===== config.mk =====
export PLATFORM = sky130hd
export DESIGN_NAME = mfwf_front
export DESIGN_NICKNAME = d
export VERILOG_FILES = /design/src/hw/rtl/mfwf_pkg.sv /design/src/hw/rtl/mfwf_front.sv
export SDC_FILE = /design/constraint.sdc
export NUM_CORES = 1
export LEC_CHECK = 0
export BUFFER_PORTS_ARGS = -buffer_cell sky130_fd_sc_hd__buf_2
export CAP_MARGIN = 20
export CORE_UTILIZATION = 43
export CTS_BUF_LIST = sky130_fd_sc_hd__clkbuf_2
export DETAILED_ROUTE_END_ITERATION = 10
export PLACE_DENSITY = 0.88
export SLEW_MARGIN = 20
export SYNTH_ARGS = -nofsm -noshare
export SYNTH_HDL_FRONTEND = slang
export SYNTH_SLANG_ARGS = --single-unit

===== constraint.sdc =====
create_clock -name clk -period 3 [get_ports clk]
set_input_delay 0.6 -clock clk [delete_from_list [all_inputs] [get_ports clk]]
set_output_delay 0.6 -clock clk [all_outputs]
set_load 0.02 [all_outputs]

===== src/hw/rtl/mfwf_pkg.sv =====
// shared types, constants and helper functions of the multichannel fir window filter
package mfwf_pkg;

  localparam int TAP_COUNT_DEF    = 129;
  localparam int MAX_CHANNELS_DEF = 64;
  localparam int MAX_WINDOW_DEF   = 256;

  localparam int SAMPLE_W    = 24;
  localparam int COEF_W      = 18;
  localparam int PROD_W      = SAMPLE_W + COEF_W;
  localparam int ACC_W       = PROD_W + 8;
  localparam int ROUND_SHIFT = 17;
  localparam int COEF_MID    = 64;
  localparam int COEF_LAST   = 128;

  localparam int APB_ADDR_W = 4;
  localparam int APB_DATA_W = 32;

  localparam logic [1:0] REG_CHANNEL_COUNT = 2'd0;
  localparam logic [1:0] REG_WIN_STEPS     = 2'd1;
  localparam logic [1:0] REG_HOP_LENGTH    = 2'd2;

  localparam logic [6:0] CHANNEL_COUNT_RST = 7'd1;
  localparam logic [8:0] WIN_STEPS_RST     = 9'd160;
  localparam logic [9:0] HOP_LENGTH_RST    = 10'd80;

  typedef struct packed {
    logic [9:0] hop_length;
    logic [8:0] win_steps;
    logic [6:0] channel_count;
  } cfg_t;

  typedef struct packed {
    logic signed [23:0] sample;
    logic               sample_invalid;
  } in_word_t;

  typedef struct packed {
    logic signed [23:0] filtered;
    logic [5:0]         out_channel;
    logic [7:0]         out_step;
    logic               window_end;
  } out_word_t;

  // first half of the symmetric bandpass, q1.17, center tap last
  localparam logic signed [COEF_W-1:0] COEF_HALF [65] = '{
    -18'sd50, -18'sd92, -18'sd72, 18'sd4, 18'sd62, 18'sd46, -18'sd9, -18'sd9, 18'sd81,
    18'sd181, 18'sd172, 18'sd49, -18'sd52, -18'sd10, 18'sd109, 18'sd104, -18'sd110,
    -18'sd355, -18'sd373, -18'sd152, 18'sd13, -18'sd125, -18'sd415, -18'sd430, 18'sd0,
    18'sd507, 18'sd577, 18'sd205, -18'sd25, 18'sd347, 18'sd1005, 18'sd1132, 18'sd413,
    -18'sd465, -18'sd574, 18'sd64, 18'sd386, -18'sd429, -18'sd1789, -18'sd2227,
    -18'sd1182, 18'sd153, 18'sd171, -18'sd1065, -18'sd1657, -18'sd131, 18'sd2492,
    18'sd3604, 18'sd2142, 18'sd186, 18'sd650, 18'sd3472, 18'sd5083, 18'sd2447,
    -18'sd2785, -18'sd5453, -18'sd2953, 18'sd665, -18'sd1660, -18'sd11358, -18'sd20133,
    -18'sd16460, 18'sd2479, 18'sd25592, 18'sd35979
  };

  function automatic logic signed [COEF_W-1:0] coef_at(input logic [8:0] k);
    logic [8:0] idx;
    idx = (k <= 9'(COEF_MID)) ? k : 9'(COEF_LAST) - k;
    if (k > 9'(COEF_LAST)) return '0;
    return COEF_HALF[idx[6:0]];
  endfunction

  // zero counts as one, large values clip to the limit
  function automatic logic [8:0] eff_count(input logic [8:0] v, input int unsigned limit);
    if (v == 9'd0) return 9'd1;
    if (32'(v) > limit) return 9'(limit);
    return v;
  endfunction

endpackage


===== src/hw/rtl/mfwf_front.sv =====
// front end: accepts words, tracks step and channel, builds queue entries
module mfwf_front #(
  parameter int MAX_CHANNELS = mfwf_pkg::MAX_CHANNELS_DEF,
  parameter int MAX_WINDOW   = mfwf_pkg::MAX_WINDOW_DEF
) (
  input  logic             clk,
  input  logic             rst,
  input  mfwf_pkg::cfg_t   cfg,
  input  logic             cfg_wr,
  input  logic             in_valid,
  input  logic             in_stall,
  input  mfwf_pkg::in_word_t in_word,
  output logic             push,
  output logic [mfwf_pkg::SAMPLE_W + ((MAX_WINDOW > 1) ? $clog2(MAX_WINDOW) : 1)
               + ((MAX_CHANNELS > 1) ? $clog2(MAX_CHANNELS) : 1):0] push_data
);
  localparam int T_W  = (MAX_WINDOW > 1) ? $clog2(MAX_WINDOW) : 1;
  localparam int CH_W = (MAX_CHANNELS > 1) ? $clog2(MAX_CHANNELS) : 1;

  logic [T_W-1:0]  step;
  logic [CH_W-1:0] chan;
  logic [8:0]      nch;
  logic [8:0]      wlen;
  logic            ch_wrap;
  logic            t_wrap;
  logic [mfwf_pkg::SAMPLE_W-1:0] x;

  assign nch     = mfwf_pkg::eff_count({2'b00, cfg.channel_count}, MAX_CHANNELS);
  assign wlen    = mfwf_pkg::eff_count(cfg.win_steps, MAX_WINDOW);
  assign ch_wrap = (32'(chan) + 32'd1) >= 32'(nch);
  assign t_wrap  = (32'(step) + 32'd1) >= 32'(wlen);
  assign push    = in_valid && !in_stall;
  // invalid samples enter the history as zero
  assign x         = in_word.sample_invalid ? '0 : in_word.sample;
  assign push_data = {ch_wrap && t_wrap, chan, step, x};

  always_ff @(posedge clk) begin
    if (rst || cfg_wr) begin
      step <= '0;
      chan <= '0;
    end else if (push) begin
      if (ch_wrap) begin
        chan <= '0;
        step <= t_wrap ? '0 : step + 1'b1;
      end else begin
        chan <= chan + 1'b1;
      end
    end
  end
endmodule


== Yosys cells after proc, flatten, opt, wreduce, memory -nomap -nowiden ==
Index checks and enable logic that the tools add are counted.
Storage, ports and cells
  register bits: 14
  input port bits: 56
  output and inout bits: 40
  logic and storage cells: 34
Cells by class
  add/sub/neg operators: 4
  order comparisons: 4
  multiplexer cells: 17
  reduce and logical (&&, ||, !) cells: 7
Operators by type and width (count)
  $mux 9: 8
  $mux 24: 1
  $add 8x1->9 const B: 1
  $ge 7x9->1: 1
  $ge 9x9->1: 1
  $gt 9x9->1 const B: 1
  $logic_not 9->1: 1
  $add 8x1->8 const B: 1
  $mux 8: 1
  $add 6x1->7 const B: 1
  $gt 7x7->1 const B: 1
  $logic_not 7->1: 1
  $add 6x1->6 const B: 1
  $mux 1: 6
  $mux 6: 1
  $logic_and 1x1->1: 2
  $reduce_and 2->1: 1
  $logic_not 1->1: 1
  $logic_or 1x1->1: 1

== Depth between registers and ports, before layout ==
Gate-level depths: netlist of run 1.
  depth after elaboration: 7
  gate-level depth with buffers: 12
  depth with buffers taken out: 12

== Worst setup path before layout of run 1 ==
Ideal clock, no wire load.
  path type: register to output
  from: register step[0]
  to: output push_data[38] (netlist bit)
  arrival: 2.466 ns
  setup slack: -0.066 ns
  stages on the path, launching flop included: 12
  buffers on the path: 0
  cells stage by stage: dfxtp_1 > ha_1 > nand3_1 > inv_1 > nand3_1 > xnor2_1 > ha_1 > and3_4 > nand4_1 > o21ai_2 > nor2_1 > nor2_1
RTL lines
  start, declared: line mfwf_front.sv:20  | logic [T_W-1:0] step;
  start signal, assigned: line mfwf_front.sv:44  | step <= t_wrap ? '0 : step + 1'b1;
  end, declared: line mfwf_front.sv:15  | + ((MAX_CHANNELS > 1) ? $clog2(MAX_CHANNELS) : 1):0] push_data

==> results.json, run 1 <==
{
  "hold_ws_ps": 545,
  "insertion_delay_ps": 320,
  "postCtsHoldBufs": 0,
  "worstPathArrival_ps": 2470,
  "synth_area_sq_um": 1410,
  "crit_type": "reg2out",
  "comb_power_share_pct": 34.1,
  "fillers": 242,
  "holdPathEnd": "chan[5]$_SDFFE_PP0P_",
  "layout_min_cycle_time_ps": 3070,
  "crit_required_ps": 2400,
  "path_cells": "ha_4, nand3_4, inv_4, nand3_4, xnor2_2, ha_1, and3_4, a221o_2, nor2_4, nor2_2, buf_6",
  "fin_ws_ps": -68.8,
  "final_hold_viol_count": 0,
  "min_period_over_period_pct": 102,
  "cp_max_fo": 3,
  "clockBufferDepth": 2,
  "synth.area.top_cells": "dfxtp_1 (20%), ha_1 (16%), nor2b_1 (11%), nand2_1 (5.0%), xnor2_1 (4.3%)",
  "synth.top_cell.area_share_pct": 19.8,
  "drt-wirelength-per-cell_um": 13.2,
  "htree_levels": 1,
  "fp.dieArea_sq_um": 3520,
  "grt_max_degree": 25,
  "synth_seq_cells": 14,
  "power_density_nw_per_um2": 196,
  "p_int_uw": 278,
  "synth_cells": 178,
  "die_w_um": 59.3,
  "io_buffers": 85,
  "vias_per_cell": 5.28,
  "relSlewSlack_pct": 73.4,
  "cts_tree": "built",
  "peakVddDrop_v": 0.000181,
  "ff2ff_setup_slack_ps": 230,
  "seqPwrFrac_pct": 42.6,
  "cp_slowest_cell": "a221o_2",
  "crit_family": "simple AND/OR/NAND/NOR gates",
  "clkTransAtPathRegs_ps": 160,
  "cp_slowest_stage_delay_ps": 430,
  "routabilityCongestion": 0.861,
  "areaGrowthSynthToFinish_pct": 56.5,
  "drcViolationCount": 0,
  "grt_first_pass_wirelength_mm": 6.22,
  "grt-ovfl-total": 0,
  "violations": "setup timing",
  "start_util_pct": 45.9,
  "n_antenna_cell": 0,
  "dpl.hpwl_mm": 3.05,
  "core_sq_um": 3080,
  "status": "finished, violations left",
  "end_kind": "output port",
  "setup_viol": 1,
  "drive_gt1_share_pct": 52.1,
  "cts-root-buf": "clkbuf_2",
  "hp-start": "chan[5]$_SDFFE_PP0P_",
  "cts.sinks": 14,
  "preCtsSetupSlack_ps": 28.5,
  "ioPinCount": 96,
  "die_y_um": 59.3,
  "first_global_vias": 1536,
  "final_cells": 330,
  "min_path_type": "reg2reg",
  "placementRows": 20,
  "seqCellArea_sq_um": 302,
  "dr.first_iter.drc_count": 46,
  "path_depth": 11,
  "p_sw_uw": 156,
  "ys_warn_count": 0,
  "regToRegEndpoint": "step[5]$_SDFFE_PP0P_",
  "wl_mm": 4.35,
  "multi_input_area_sq_um": 1200,
  "switching_share_pct": 36.0,
  "antenna_left": 0,
  "r2r-start": "chan[1]$_SDFFE_PP0P_",
  "hold_path_depth": 2,
  "cp_num_buf_inv": 2,
  "num_vias": 1741,
  "path_common_cell": "nand3_4",
  "synth_nets": 252,
  "synth_cell_types": 38,
  "ys_seq_area_share_pct": 19.8,
  "worstMarginPinSlew_ps": 396,
  "clkPwrFrac_pct": 23.3,
  "fin_worst_skew_ps": 20.6,
  "track_usage_pct": 23.4,
  "fin_nets": 361,
  "antenna_found_initial": 0,
  "r2r_cells": 11,
  "cts_buffers": 3,
  "avgSynthCellArea_sq_um": 7.94,
  "worstSetupStartpointType": "register",
  "fmax_mhz": 326,
  "yosys.area.top_type": "dfxtp_1",
  "dr.pass1.iters": 4,
  "placedCellCount": 314,
  "grt_setup_unrepaired": "yes",
  "finalMaxSlewViolations": 0,
  "p_leak_nw": 1.14,
  "maxCapViolations": 0
}
## power by group through the flow
stage / Clock, mW / Sequential (mW) / Combinational [mW]
2_1_floorplan: 0 / 0.192 / 0.0825
3_3_place_gp: 0 / 0.192 / 0.136
3_5_place_dp: 0 / 0.192 / 0.140
4_1_cts: 0.0988 / 0.185 / 0.146
5_1_grt: 0.108 / 0.185 / 0.162
6_report: 0.101 / 0.185 / 0.148
## timing repair
| item | CTS | global route |
|---|---|---|
| hold endpoints to repair | 0 | 0 |
| pin swaps | 13 | 5 |
| gates cloned | 0 | 0 |
| setup buffers | 11 | 1 |
| endpoints found under the setup margin | 1 | 1 |
| resized for setup | 31 | 10 |
## synth_stat cells (all sizes together)
cell / number
nor2b: 25
nand2: 20
ha: 18
dfxtp: 14
nor2: 12
a21oi: 11
nand3: 11
o21ai: 8
xnor2: 7
inv: 5
nor4: 5
a21o: 4
and3: 4
clkbuf: 4
nor3: 4
o31ai: 4
and2: 3
xor2: 3
a221o: 2
a22oi: 2
a32o: 2
nand2b: 2
a31oi: 1
a41o: 1
a41oi: 1
clkinv: 1
mux2i: 1
nand3b: 1
nand4: 1
or2: 1
## stage by stage
stage	area, sq um	util [%]	TNS [ps]	power [mW]
after floorplan	1420	-	0	0.275
after global placement	1940	63.1	0	0.328
after detailed placement	1940	63.1	0	0.332
after CTS	2160	70.2	-8.10	0.430
after global routing	2210	71.8	-147	0.456
final	2210	71.8	-68.8	0.433
## tightest hold or removal path, cell delays in order (launching register included)
cell and delay [ps]:
dfxtp_1 390, nand2_1 80, a21oi_1 50
## metal layers
layer | part of all wire [%] | vias to the layer above | wire length (um) | GRT usage, %
met1 | 38 | 783 | 1650 | 25.6
met5 | 0 | - | 0 | 0
met3 | 6.9 | 17 | 302 | 3.28
met4 | 2.8 | 0 | 121 | 12.6
li1 | - | 857 | - | -
met2 | 52 | 84 | 2270 | 43.0
## area by class of cell
cell class | count | area share [%]
multi-input cells | 154 | 54.4
flip-flops and latches | 14 | 13.6
clock buffers | 3 | 0.679
inverters | 6 | 1.25
repair buffers | 108 | 27.3
well taps | 44 | 2.49
clock inverters | 1 | 0.170
## placed cells by master, fill, tap and decap left out, drive strengths merged, types with 3 or more instances in the layout
master	synthesis	routed
a21o	4	4
a21oi	11	11
and2	3	3
and3	4	4
buf	0	108
clkbuf	4	3
dfxtp	14	14
ha	18	18
inv	5	5
nand2	20	20
nand3	11	11
nor2	12	12
nor2b	25	25
nor3	4	4
nor4	5	5
o21ai	8	8
o31ai	4	4
xnor2	7	7
xor2	3	3
## sequential cells by signal, summed over array words and instances (netlist names)
signal and count:
step 8, chan 6
## worst max path at each step
stage | startpoint | end
final | step[1]$_SDFFE_PP0P_ | push_data[38]
after global routing | step[1]$_SDFFE_PP0P_ | push_data[38]
after CTS | step[0]$_SDFFE_PP0P_ | push_data[38]
after detailed placement | step[1]$_SDFFE_PP0P_ | push_data[38]
after global placement | step[1]$_SDFFE_PP0P_ | push_data[38]
after floorplan | step[0]$_SDFFE_PP0P_ | push_data[38]
## kinds of logic (layout without fill, tap and decap cells)
kind of cell / after synthesis / in the layout / synth area share [%]
AND/OR/NAND/NOR: 89 / 89 / 33.9
AO/OA/AOI/OAI: 36 / 36 / 19.3
adder cells (fa/ha/maj): 18 / 18 / 15.9
flip-flops: 14 / 14 / 19.8
XOR/XNOR: 10 / 10 / 6.20
buffers and inverters: 10 / 118 / 4.07
multiplexers: 1 / 1 / 0.709
No activity file was read; power rests on OpenSTA's default activity.
==> inputs of run 2 (changes only) <==
--- a/config.mk
+++ b/config.mk
@@ -10,7 +10,7 @@
 export CORE_UTILIZATION = 43
 export CTS_BUF_LIST = sky130_fd_sc_hd__clkbuf_2
 export DETAILED_ROUTE_END_ITERATION = 10
-export PLACE_DENSITY = 0.88
+export PLACE_DENSITY = 0.83
 export SLEW_MARGIN = 20
 export SYNTH_ARGS = -nofsm -noshare
 export SYNTH_HDL_FRONTEND = slang
==> run 2 against run 1 <==
Against the previous run:
- critical path type unchanged
- the run still ends with setup timing left
- critical endpoint unchanged
- highest routed layer unchanged
- total power fell by 1.2%
- clock skew fell by 6.0 ps
- global-route usage rose by 1.1 points
- utilization rose by 1.1 points
- cell area rose by 1.6%
- sequential cell count did not move
- count of clock-buffer cells in the layout did not move
- sequential power barely moved
- fmax rose by 1.5%
==> results.json, run 2 (synthesized netlist as in run 1, its figures left out) <==
{
  "worstSetupStartpointType": "register",
  "clkTransAtPathRegs_ps": 150,
  "tns_ps": -23.9,
  "wl_mm": 4.54,
  "insertion_delay_ps": 300,
  "grt_setup_unrepaired": "yes",
  "first_global_vias": 1553,
  "preCtsSetupSlack_ps": 37.9,
  "path_cells": "nand3_2, inv_2, nand3_2, nor2_4, xor2_2, ha_1, and3_4, a221o_2, nor2_4, nor2_2, buf_6",
  "cp_slowest_stage_delay_ps": 420,
  "dpl.hpwl_mm": 3.12,
  "largest_register": "step",
  "clockBufferDepth": 2,
  "final_hold_viol_count": 0,
  "worstMarginPinSlew_ps": 432,
  "postCtsHoldBufs": 0,
  "min_path_type": "reg2reg",
  "power_density_nw_per_um2": 191,
  "fmax_mhz": 331,
  "dr.pass1.iters": 4,
  "peakVddDrop_v": 0.000186,
  "maxCapViolations": 0,
  "final_common_cell": "buf_2",
  "crit_type": "reg2out",
  "grt-ovfl-total": 0,
  "fin_ws_ps": -23.9,
  "num_vias": 1747,
  "n_antenna_cell": 0,
  "end_kind": "output port",
  "finalMaxSlewViolations": 0,
  "core_sq_um": 3080,
  "worstPathArrival_ps": 2420,
  "grt_first_pass_wirelength_mm": 6.57,
  "fillers": 261,
  "areaGrowthSynthToFinish_pct": 59.0,
  "dr.first_iter.drc_count": 38,
  "fin_nets": 365,
  "largest_reg_flops": 8,
  "violations": "setup timing",
  "vias_per_cell": 5.23,
  "crit_family": "simple AND/OR/NAND/NOR gates",
  "setup_viol": 1,
  "min_period_over_period_pct": 101,
  "cts_buffers": 3,
  "grt_max_degree": 25,
  "p_leak_nw": 1.15,
  "layout_min_cycle_time_ps": 3020,
  "cp_slowest_cell": "a221o_2",
  "top_regs": "step x8, chan x6",
  "antenna_left": 0,
  "fin_area_sq_um": 2250,
  "power.total_uw": 428,
  "track_usage_pct": 24.5,
  "layout_common_cells": "buf_2 (84), buf_4 (27), nor2b_1 (25)",
  "cts_tree": "built",
  "seqCellArea_sq_um": 302,
  "relSlewSlack_pct": 71.1,
  "antenna_found_initial": 0,
  "fp.dieArea_sq_um": 3520,
  "cts-root-buf": "clkbuf_2",
  "io_buffers": 85,
  "placementRows": 20,
  "cp_num_buf_inv": 2,
  "drcViolationCount": 0,
  "die_y_um": 59.3,
  "die_w_um": 59.3,
  "status": "finished, violations left",
  "drt-wirelength-per-cell_um": 13.6,
  "hold_ws_ps": 546,
  "cp_max_fo": 4,
  "fin_worst_skew_ps": 14.5,
  "ff2ff_setup_slack_ps": 150,
  "start_util_pct": 45.9,
  "drive_gt1_share_pct": 53.1,
  "multi_input_area_sq_um": 1210,
  "ioPinCount": 96,
  "routabilityCongestion": 0.882,
  "placed_area_sq_um": 1950,
  "htree_levels": 1,
  "cts.sinks": 14,
  "crit_required_ps": 2400
}
run 2: path summary, 6_finish.rpt:
kind,cells after the start,endpoint,from
worst min-delay path,1,step[1]$_SDFFE_PP0P_,step[1]$_SDFFE_PP0P_
worst min register to register,1,step[1]$_SDFFE_PP0P_,step[1]$_SDFFE_PP0P_
worst max register to register,13,step[0]$_SDFFE_PP0P_,step[1]$_SDFFE_PP0P_
worst max-delay path,11,push_data[38],step[1]$_SDFFE_PP0P_
run 2: final cells by class:
type / instances / area share [%]
Inverter: 6 / 1.11
Clock inverter: 1 / 0.167
Timing Repair Buffer: 112 / 28.2
Multi-Input combinational cell: 154 / 53.9
Sequential cell: 14 / 13.4
Tap cell: 44 / 2.45
Clock buffer: 3 / 0.669
run 2: worst reg2reg max path: cells and delay by family (launching register included):
kind	cells	cell delay [ps]
flip-flops	1	410
buffers and inverters	3	370
AND/OR/NAND/NOR	6	910
adder cells (fa/ha/maj)	1	260
AO/OA/AOI/OAI	2	650
XOR/XNOR	1	170
run 2: layer usage:
| metal | global-route usage, % | routed length, um | up-vias |
|---|---|---|---|
| met2 | 43.3 | 2310 | 81 |
| met3 | 4.37 | 311 | 9 |
| li1 | - | - | 859 |
| met4 | 12.6 | 84 | 0 |
| met5 | 0 | 0 | - |
| met1 | 27.9 | 1830 | 798 |
run 2: timing repair:
item / 4_1_cts / 5_1_grt
endpoints found under the setup margin: 1 / 1
resized for setup: 35 / 5
pin swaps: 12 / 7
setup buffers: 11 / 4
run 2: report_power, final:
part | total (mW) | switching [mW] | internal [mW]
Sequential | 0.184 | 0.00131 | 0.183
Clock | 0.0938 | 0.0648 | 0.0289
Combinational | 0.151 | 0.0838 | 0.0669
run 2: through the flow:
stage,util (%),std cells
finish,73.0,334
global route,73.0,334
CTS,71.2,330
detailed placement,63.4,315
global placement,63.4,315
floorplan,-,178
