## config.mk

```make
export PLATFORM = sky130hd
export DESIGN_NAME = mfwf_queue
export DESIGN_NICKNAME = d
export VERILOG_FILES = /design/src/hw/rtl/mfwf_queue.sv
export SDC_FILE = /design/constraint.sdc
export NUM_CORES = 1
export LEC_CHECK = 0
export ABC_AREA = 0
export BUFFER_PORTS_ARGS = -buffer_cell sky130_fd_sc_hd__buf_2
export CORE_UTILIZATION = 42
export CTS_CLUSTER_SIZE = 25
export DETAILED_ROUTE_END_ITERATION = 12
export GPL_ROUTABILITY_DRIVEN = 0
export PLACE_DENSITY_LB_ADDON = 0.08
export SKIP_LAST_GASP = 1
export SLEW_MARGIN = 20
export SYNTH_ARGS = -nofsm -noshare
export SYNTH_HDL_FRONTEND = slang
export SYNTH_SLANG_ARGS = --single-unit
```

## constraint.sdc

```tcl
create_clock -name clk -period 3.2 [get_ports clk]
set_input_delay 0.32 -clock clk [delete_from_list [all_inputs] [get_ports clk]]
set_output_delay 0.32 -clock clk [all_outputs]
set_load 0.01 [all_outputs]
```

## src/hw/rtl/mfwf_queue.sv

```systemverilog
// two-entry queue between front end and filter engine
module mfwf_queue #(
  parameter int DW = 8
) (
  input  logic          clk,
  input  logic          rst,
  input  logic          push,
  input  logic [DW-1:0] wdata,
  output logic          full,
  input  logic          pop,
  output logic          rvalid,
  output logic [DW-1:0] rdata
);
  logic [DW-1:0] mem [2];
  logic          wptr;
  logic          rptr;
  logic [1:0]    count;

  assign full   = count == 2'd2;
  assign rvalid = count != 2'd0;
  assign rdata  = mem[rptr];

  always_ff @(posedge clk) begin
    if (push) mem[wptr] <= wdata;
  end

  always_ff @(posedge clk) begin
    if (rst) begin
      wptr  <= 1'b0;
      rptr  <= 1'b0;
      count <= 2'd0;
    end else begin
      if (push) wptr <= ~wptr;
      if (pop) rptr <= ~rptr;
      count <= count + 2'(push) - 2'(pop);
    end
  end
endmodule

```

=== After elaboration in Yosys (flattened, before gate mapping) ===
Memories as Yosys holds them, arrays and structs flattened. A register that Yosys moved wholly into a read port is not among the register bits.
Cells that the tools add are included.

* Input port bits: 12
* Bits in writable memories: 16
* Bits in registers: 4
* Memories: 1
* Word-level logic and storage cells: 14
* Output and inout bits: 10

{| class="wikitable"
|+ Memory list
! memory !! depth !! bits a word !! rd ports !! clocked after Yosys merged registers in !! wr ports !! line !! text
|-
| mem || 2 || 8 || 1 || 1 || 1 || 14 || <nowiki>logic [DW-1:0] mem [2];</nowiki>
|}

* $add $sub $neg: 2
* Reductions and logical operators: 1
* Muxes and demuxes: 4
* Equal/unequal tests: 1
* Bitwise operators: 2

{| class="wikitable"
|+ Operators with widths
! cell !! number
|-
| $mux 1 || 4
|-
| $add 2x1->2 || 1
|-
| $eq 2x2->1 const B || 1
|-
| $not 1->1 || 2
|-
| $reduce_bool 2->1 || 1
|-
| $sub 2x1->2 || 1
|}

=== Logic depth before layout (Yosys ltp) ===
Gate-level depths: netlist of the first run.

* Word-level depth: 3
* Mapped depth: 6
* Gate-level depth less buffers: 6

=== Worst setup path before layout of the first run ===
Ideal clock, no wire load.

* Kind: reg-to-output
* Start point: register (tool-made name)
* End point: output port rdata[0]
* Path buffers: 1
* Setup slack: 2.049 ns
* Cell stages (with the launch flop): 3
* Arrival: 0.831 ns
* Data required time: 2.880 ns
* Cell sequence: dfxtp_1 -> buf_2 -> mux2_1

{| class="wikitable"
|+ RTL lines
! what !! line !! text
|-
| end, declared || 12 || <nowiki>output logic [DW-1:0] rdata</nowiki>
|}

==> report_table.html, run 1 <==
<table>
<tr><th>Metric</th><th>Value</th></tr>
<tr><th colspan="2">Critical path</th></tr>
<tr><td>Max Fanout on Critical Path</td><td>8</td></tr>
<tr><td>Crit end category</td><td>output pin</td></tr>
<tr><td>Required @ worst endpoint</td><td>2.88 ns</td></tr>
<tr><td>Worst EP arrival</td><td>1.35 ns</td></tr>
<tr><td>Sort of element at the start of the critical path</td><td>flip-flop</td></tr>
<tr><td>Type of the worst setup path</td><td>reg2out</td></tr>
<tr><td>R2R depth</td><td>1</td></tr>
<tr><th colspan="2">Global routing</th></tr>
<tr><td>Grt total ovfl</td><td>0</td></tr>
<tr><td>Via count of the first global-routing pass</td><td>371</td></tr>
<tr><td>Wire length of the first global-routing pass</td><td>1.52 mm</td></tr>
<tr><td>Number of antenna violations at the first check in global routing</td><td>0</td></tr>
<tr><td>Global router's overall resource usage</td><td>11.1%</td></tr>
<tr><td>Largest net degree at the start of global routing</td><td>12</td></tr>
<tr><th colspan="2">Run status</th></tr>
<tr><td>Status</td><td>completed</td></tr>
<tr><th colspan="2">Synthesis</th></tr>
<tr><td>Number of instances in the synthesized netlist</td><td>46</td></tr>
<tr><td>Number of register bits inferred by synthesis</td><td>21</td></tr>
<tr><td>Sequential fraction of the synthesis area</td><td>73.1%</td></tr>
<tr><td>Net Count, Synth</td><td>60</td></tr>
<tr><td>Mean post-synth cell area</td><td>17.3 sq um</td></tr>
<tr><td>Number of unique standard cell types used by synthesis</td><td>12</td></tr>
<tr><td>Area of the mapped netlist</td><td>795 sq um</td></tr>
<tr><td>Number of warnings printed during yosys synthesis</td><td>0</td></tr>
<tr><th colspan="2">Floorplan</th></tr>
<tr><td>Area of the placeable core</td><td>1750 sq um</td></tr>
<tr><td>Total I/O pin count</td><td>22</td></tr>
<tr><td>Num rows</td><td>15</td></tr>
<tr><td>Total die area</td><td>2070 sq um</td></tr>
<tr><td>Die width</td><td>45.5 microns</td></tr>
<tr><td>Initial cell density of the core</td><td>45.5%</td></tr>
<tr><td>Height of the chip</td><td>45.5 microns</td></tr>
<tr><th colspan="2">Power</th></tr>
<tr><td>Comb pwr share</td><td>15.7%</td></tr>
<tr><td>Net switching power</td><td>0.000118 W</td></tr>
<tr><td>Power density of the placed cells</td><td>556 nW/um^2</td></tr>
<tr><td>Sequential share of power</td><td>62.0%</td></tr>
<tr><td>Static Leakage</td><td>0.383 nW</td></tr>
<tr><td>P_int</td><td>0.000411 W</td></tr>
<tr><td>Switching portion of total power</td><td>22.3%</td></tr>
<tr><td>Clock network power share</td><td>22.3%</td></tr>
<tr><td>Worst supply voltage drop on vdd</td><td>0.000270 V</td></tr>
<tr><th colspan="2">Timing</th></tr>
<tr><td>Setup repair after global routing missed its margin</td><td>false</td></tr>
<tr><td>Number of failing hold endpoints at the final stage</td><td>0</td></tr>
<tr><td>Final worst-path cycle share</td><td>52.0%</td></tr>
<tr><td>Clock tree skew after final layout</td><td>0.00223 ns</td></tr>
<tr><td>Minimum clock period after layout</td><td>1.67 ns</td></tr>
<tr><td>Final-layout setup total negative slack</td><td>0 ns</td></tr>
<tr><td>Worst Max-Slew Pin Slew</td><td>0.705 ns</td></tr>
<tr><td>Max Clk Rate</td><td>600 MHz</td></tr>
<tr><td>Max-slew headroom at the worst pin</td><td>52.9%</td></tr>
<tr><td>Number of endpoints failing setup at the final stage</td><td>0</td></tr>
<tr><td>Final-report max-slew violation count</td><td>0</td></tr>
<tr><th colspan="2">Placed design</th></tr>
<tr><td>Final HPWL DP</td><td>735 microns</td></tr>
<tr><td>Count of port buffers added during placement</td><td>21</td></tr>
<tr><th colspan="2">Final layout</th></tr>
<tr><td>Most used cells in the layout excluding fill and tap cells</td><td>sky130_fd_sc_hd__buf_2, sky130_fd_sc_hd__edfxtp_1, sky130_fd_sc_hd__mux2_1</td></tr>
<tr><td>Area growth from synthesis to layout</td><td>19.8%</td></tr>
<tr><td>Layout net count</td><td>85</td></tr>
<tr><td>Share of cells above drive strength 1</td><td>34.3%</td></tr>
<tr><td>Diodes inserted</td><td>0</td></tr>
<tr><td>Util after Layout</td><td>54.6%</td></tr>
<tr><td>Most common cell after layout, fill and taps aside</td><td>sky130_fd_sc_hd__buf_2</td></tr>
<tr><th colspan="2">Clocking</th></tr>
<tr><td>Maximum clock path buffer count</td><td>2</td></tr>
<tr><td>CTS-repair resized insts</td><td>0</td></tr>
<tr><td>Cts bufs inserted</td><td>3</td></tr>
<tr><td>TritonCTS clock tree</td><td>done</td></tr>
<tr><td>Count of buffers added by post-CTS timing repair for setup</td><td>0</td></tr>
<tr><td>H-tree levels</td><td>1</td></tr>
<tr><td>Hold buffer count at cts</td><td>0</td></tr>
<tr><td>Count of clock tree sinks</td><td>21</td></tr>
<tr><td>Source-to-sink clock delay at the later pin of the worst-skew pair</td><td>0.29 ns</td></tr>
<tr><td>Root Buffer</td><td>sky130_fd_sc_hd__clkbuf_4</td></tr>
<tr><td>Clock Pin Slew Worst Setup and Hold Paths</td><td>0.10 ns</td></tr>
<tr><th colspan="2">Run</th></tr>
<tr><td>Maximum capacitance violations</td><td>0</td></tr>
<tr><th colspan="2">Worst hold path</th></tr>
<tr><td>Type of the worst min-delay path</td><td>in2reg</td></tr>
<tr><td>WHS Path Cells</td><td>1</td></tr>
<tr><th colspan="2">Drt</th></tr>
<tr><td>Drt wl/cell</td><td>10.3 microns</td></tr>
<tr><td>Vias per inst</td><td>4.52</td></tr>
<tr><td>Total via count after detailed routing</td><td>429</td></tr>
<tr><td>Drt first-iter violations</td><td>3</td></tr>
<tr><td>Total Wirelength</td><td>982 microns</td></tr>
<tr><td>Remaining routing DRC violations</td><td>0</td></tr>
<tr><td>Number of detailed-route iterations in the first pass</td><td>2</td></tr>
<tr><td>Post-DRT Antenna Nets</td><td>0</td></tr>
</table>
path summary, 6_finish.rpt:
check	from	end	slack (ns)
worst max-delay path	flip-flop	rdata[1]	1.53
worst min-delay path	wdata[5]	mem[1][5]	0.21
worst max register to register	wptr	mem[0][0]	1.94
worst min register to register	rptr	flip-flop	0.53
power groups by stage:
stage	registers [W]	logic, W	clock network, W
floorplan	0.000329	0.0000582	0
global placement	0.000335	0.0000843	0
detailed placement	0.000335	0.0000850	0
CTS	0.000329	0.0000854	0.000126
global route	0.000332	0.0000930	0.000138
finish	0.000328	0.0000831	0.000118
cells by family (layout without fill, tap and decap cells):
group	count (synthesis)	after routing	synth area share (%)
xor+xnor	3	3	5.04
fa+ha+maj	2	2	3.15
buf+inv	3	27	1.57
flops	21	21	73.1
mux	8	8	11.3
simple gates	9	9	5.83
cells in the mapped netlist:
cell type	instances	share of area (%)
sky130_fd_sc_hd__edfxtp_1	16	60
sky130_fd_sc_hd__mux2_1	8	11
sky130_fd_sc_hd__dfxtp_1	5	13
sky130_fd_sc_hd__nor2_1	4	1.9
sky130_fd_sc_hd__nor2b_1	3	2.4
sky130_fd_sc_hd__ha_1	2	3.1
sky130_fd_sc_hd__inv_1	2	0.95
sky130_fd_sc_hd__xnor2_1	2	2.2
sky130_fd_sc_hd__and2_1	1	0.79
sky130_fd_sc_hd__buf_2	1	0.63
sky130_fd_sc_hd__or2_1	1	0.79
sky130_fd_sc_hd__xnor3_1	1	2.8
metrics by stage:
stage / cells / hold WS (ns) / power, W / worst slack, ns / instance area, sq um
after floorplan: 46 / 0.392 / 0.000387 / 2.05 / 795
after detailed placement: 91 / 0.504 / 0.000420 / 1.76 / 926
after global routing: 95 / 0.187 / 0.000563 / 1.44 / 952
after CTS: 95 / 0.201 / 0.000541 / 1.49 / 952
after global placement: 91 / 0.494 / 0.000419 / 1.82 / 926
final: 95 / 0.214 / 0.000530 / 1.53 / 952
worst max-delay path, cell delays in order, from the launching register on:
cell and delay, ns:
sky130_fd_sc_hd__dfxtp_1 0.55, sky130_fd_sc_hd__mux2_1 0.37, sky130_fd_sc_hd__buf_2 0.14
flip-flops by register name, indices dropped and copies added (netlist names), named ones only:
signal / count
mem: 16
wptr: 1
count: 2
rptr: 1
area by class of cell:
cell class	count	area, sq um
clock buffers	4	26.3
well taps	25	31.3
inverters	2	7.51
repair buffers	21	105
flip-flops and latches	21	581
multi-input cells	22	201
fillers	147	793
metal layers:
layer  part of all wire, %  vias up  GRT usage [%]  wire, microns
met4                   1.2        0           7.27             12
met3                   3.9        2           2.38             38
met2                    54       11           18.3            529
li1                      -      211              -              -
met1                    41      205           13.0            402
met5                     0        -              0              0
(Power assumes the default switching activity.)
==> run 2, diff against run 1 <==
==> constraint.sdc (replaced) <==
create_clock -name clk -period 1.7 [get_ports clk]
set_input_delay 0.17 -clock clk [delete_from_list [all_inputs] [get_ports clk]]
set_output_delay 0.17 -clock clk [all_outputs]
set_load 0.01 [all_outputs]
==> run 2 against run 1 <==
  * Sequential power is 88% higher
  * Hold slack worse by 0.15 ns
  * Final cell count is 1.1% higher
  * Die area is the same
  * Register-to-register slack got worse by 1.4 ns
  * Critical path depth unchanged
  * Utilization is 0.43 points higher
  * Clock-buffer cell count is the same
  * Sequential share of layout area down 0.48 points
  * Global-route usage increased by 0.39 points
  * Total power is 89% higher
  * Largest cell class unchanged
==> report_table.html, run 2 (synthesis results as in run 1) <==
<table>
<tr><th>Metric</th><th>Value</th></tr>
<tr><th colspan="2">Run status</th></tr>
<tr><td>Status</td><td>completed</td></tr>
<tr><th colspan="2">Critical path</th></tr>
<tr><td>Crit end category</td><td>output pin</td></tr>
<tr><td>Largest stage delay on the critical path</td><td>0.56 ns (about the same)</td></tr>
<tr><td>Type of the worst setup path</td><td>reg2out</td></tr>
<tr><td>Sequence of cells on the critical path</td><td>mux2_1 &gt; buf_2</td></tr>
<tr><td>Kind of cell adding the most delay to the critical path</td><td>flip-flops</td></tr>
<tr><td>Sort of element at the start of the critical path</td><td>flip-flop</td></tr>
<tr><td>Worst EP arrival</td><td>1.34 ns (about the same)</td></tr>
<tr><td>Max Fanout on Critical Path</td><td>8 (unchanged)</td></tr>
<tr><td>Required @ worst endpoint</td><td>1.53 ns (-1.35 ns)</td></tr>
<tr><td>Cell with the biggest individual delay on the critical path</td><td>sky130_fd_sc_hd__dfxtp_1</td></tr>
<tr><td>Worst r2r src</td><td>count[0]</td></tr>
<tr><td>Sum of buffers and inverters on the critical path</td><td>1 (unchanged)</td></tr>
<tr><th colspan="2">Global routing</th></tr>
<tr><td>Wire length of the first global-routing pass</td><td>1.59 mm (+4.5%)</td></tr>
<tr><td>Number of antenna violations at the first check in global routing</td><td>0 (unchanged)</td></tr>
<tr><td>Largest net degree at the start of global routing</td><td>12 (unchanged)</td></tr>
<tr><td>Global router's overall resource usage</td><td>11.5% (+0.39 points)</td></tr>
<tr><td>Grt total ovfl</td><td>0 (unchanged)</td></tr>
<tr><td>Via count of the first global-routing pass</td><td>391 (+5.4%)</td></tr>
<tr><th colspan="2">Floorplan</th></tr>
<tr><td>Height of the chip</td><td>45.5 microns (unchanged)</td></tr>
<tr><td>Initial cell density of the core</td><td>45.5% (unchanged)</td></tr>
<tr><td>Total I/O pin count</td><td>22 (unchanged)</td></tr>
<tr><td>Total die area</td><td>2070 sq um (unchanged)</td></tr>
<tr><td>Num rows</td><td>15 (unchanged)</td></tr>
<tr><td>Area of the placeable core</td><td>1750 sq um (unchanged)</td></tr>
<tr><td>Die width</td><td>45.5 microns (unchanged)</td></tr>
<tr><th colspan="2">Drt</th></tr>
<tr><td>Vias per inst</td><td>4.58 (+1.5%)</td></tr>
<tr><td>Drt wl/cell</td><td>11.0 microns (+6.3%)</td></tr>
<tr><td>Number of detailed-route iterations in the first pass</td><td>3 (+1)</td></tr>
<tr><td>Total Wirelength</td><td>1.06 mm (+7.4%)</td></tr>
<tr><td>Post-DRT Antenna Nets</td><td>0 (unchanged)</td></tr>
<tr><td>Drt first-iter violations</td><td>5 (+2)</td></tr>
<tr><td>Remaining routing DRC violations</td><td>0 (unchanged)</td></tr>
<tr><td>Total via count after detailed routing</td><td>440 (+2.6%)</td></tr>
<tr><th colspan="2">Timing</th></tr>
<tr><td>Minimum clock period after layout</td><td>1.51 ns</td></tr>
<tr><td>Final-layout setup total negative slack</td><td>0 ns (unchanged)</td></tr>
<tr><td>Final worst-path cycle share</td><td>89.0%</td></tr>
<tr><td>Clock tree skew after final layout</td><td>0.00543 ns (+0.00320 ns)</td></tr>
<tr><td>Worst Max-Slew Pin Slew</td><td>0.399 ns (-0.306 ns)</td></tr>
<tr><td>Setup repair after global routing missed its margin</td><td>false</td></tr>
<tr><td>Final-report max-slew violation count</td><td>0 (unchanged)</td></tr>
<tr><td>Number of endpoints failing setup at the final stage</td><td>0 (unchanged)</td></tr>
<tr><td>Max-slew headroom at the worst pin</td><td>73.4% (+20 points)</td></tr>
<tr><td>Number of failing hold endpoints at the final stage</td><td>0 (unchanged)</td></tr>
<tr><td>Max Clk Rate</td><td>661 MHz</td></tr>
<tr><th colspan="2">Run</th></tr>
<tr><td>Maximum capacitance violations</td><td>0 (unchanged)</td></tr>
<tr><th colspan="2">Final layout</th></tr>
<tr><td>Registers with the most flip-flops</td><td>mem x16, count x2</td></tr>
<tr><td>Share of cells above drive strength 1</td><td>35.2% (+0.93 points)</td></tr>
<tr><td>Number of flip-flops in the largest register</td><td>16 (unchanged)</td></tr>
<tr><td>Most used cells in the layout excluding fill and tap cells</td><td>sky130_fd_sc_hd__buf_2, sky130_fd_sc_hd__edfxtp_1, sky130_fd_sc_hd__mux2_1</td></tr>
<tr><td>Most common cell after layout, fill and taps aside</td><td>sky130_fd_sc_hd__buf_2</td></tr>
<tr><td>Biggest register</td><td>mem</td></tr>
<tr><td>Post-route cell area</td><td>960 sq um (+0.79%)</td></tr>
<tr><td>Area growth from synthesis to layout</td><td>20.8%</td></tr>
<tr><td>Layout net count</td><td>86 (+1.2%)</td></tr>
<tr><td>Diodes inserted</td><td>0 (unchanged)</td></tr>
<tr><th colspan="2">Clocking</th></tr>
<tr><td>Clock Pin Slew Worst Setup and Hold Paths</td><td>0.11 ns (about the same)</td></tr>
<tr><td>CTS-repair resized insts</td><td>0 (unchanged)</td></tr>
<tr><td>Source-to-sink clock delay at the later pin of the worst-skew pair</td><td>0.29 ns (about the same)</td></tr>
<tr><td>H-tree levels</td><td>1 (unchanged)</td></tr>
<tr><td>Count of clock tree sinks</td><td>21 (unchanged)</td></tr>
<tr><td>Cts bufs inserted</td><td>3 (unchanged)</td></tr>
<tr><td>Root Buffer</td><td>sky130_fd_sc_hd__clkbuf_4</td></tr>
<tr><td>Hold buffer count at cts</td><td>0 (unchanged)</td></tr>
<tr><td>Maximum clock path buffer count</td><td>2 (unchanged)</td></tr>
<tr><td>Count of buffers added by post-CTS timing repair for setup</td><td>0 (unchanged)</td></tr>
<tr><td>TritonCTS clock tree</td><td>done</td></tr>
<tr><th colspan="2">Placed design</th></tr>
<tr><td>Final HPWL DP</td><td>779 microns (+6.0%)</td></tr>
<tr><td>Count of port buffers added during placement</td><td>21 (unchanged)</td></tr>
<tr><td>Placed standard-cell area</td><td>933 sq um (+0.81%)</td></tr>
<tr><th colspan="2">Worst hold path</th></tr>
<tr><td>Type of the worst min-delay path</td><td>in2reg</td></tr>
<tr><td>Hold path startpoint</td><td>wdata[4]</td></tr>
<tr><th colspan="2">Power</th></tr>
<tr><td>Power density of the placed cells</td><td>1050 nW/um^2 (+88%)</td></tr>
<tr><td>Worst supply voltage drop on vdd</td><td>0.000488 V (+81%)</td></tr>
<tr><td>Static Leakage</td><td>0.388 nW (+1.3%)</td></tr>
</table>
-- run 2: changes by cell type in the layout (fill, tap and decap cells not counted), sizes merged --
| cell | delta |
|---|---|
| buf | +1 |
-- run 2: layout make-up --
| type | count | area (sq um) |
|---|---|---|
| clock buffers | 4 | 26.3 |
| fillers | 155 | 786 |
| inverters | 2 | 7.51 |
| multi-input cells | 22 | 201 |
| flip-flops and latches | 21 | 581 |
| well taps | 25 | 31.3 |
| repair buffers | 22 | 113 |
-- run 2: final timing paths --
check	cells past startpoint	slack, ns	endpoint
setup / recovery	2	0.19	rdata[0]
hold / removal	1	0.06	mem[0][4]
setup reg to reg	6	0.50	count[1]
hold reg to reg	2	0.53	flip-flop
-- run 2: metrics by stage --
| step | hold slack [ns] | utilization, % | cells | setup slack (ns) | total power, W |
|---|---|---|---|---|---|
| 2_1_floorplan | 0.242 | - | 46 | 0.568 | 0.000729 |
| 3_3_place_gp | 0.358 | 53.5 | 92 | 0.501 | 0.000790 |
| 3_5_place_dp | 0.363 | 53.5 | 92 | 0.502 | 0.000794 |
| 4_1_cts | 0.0531 | 55.0 | 96 | 0.166 | 0.00102 |
| 5_1_grt | 0.0425 | 55.0 | 96 | 0.105 | 0.00106 |
| 6_report | 0.0600 | 55.0 | 96 | 0.186 | 0.00100 |
-- run 2: per-layer routing --
layer	vias to the layer above	track usage, %	part of all wire (%)
met3	2	2.38	4.5
met4	0	7.27	1.1
li1	217	-	-
met1	210	12.1	42
met2	11	20.6	53
met5	-	0	0
-- run 2: report_power, final --
group          internal (W)  switching (W)
Combinational     0.0000900      0.0000711
Clock             0.0000911       0.000133
Sequential         0.000596      0.0000218
Total              0.000777       0.000226
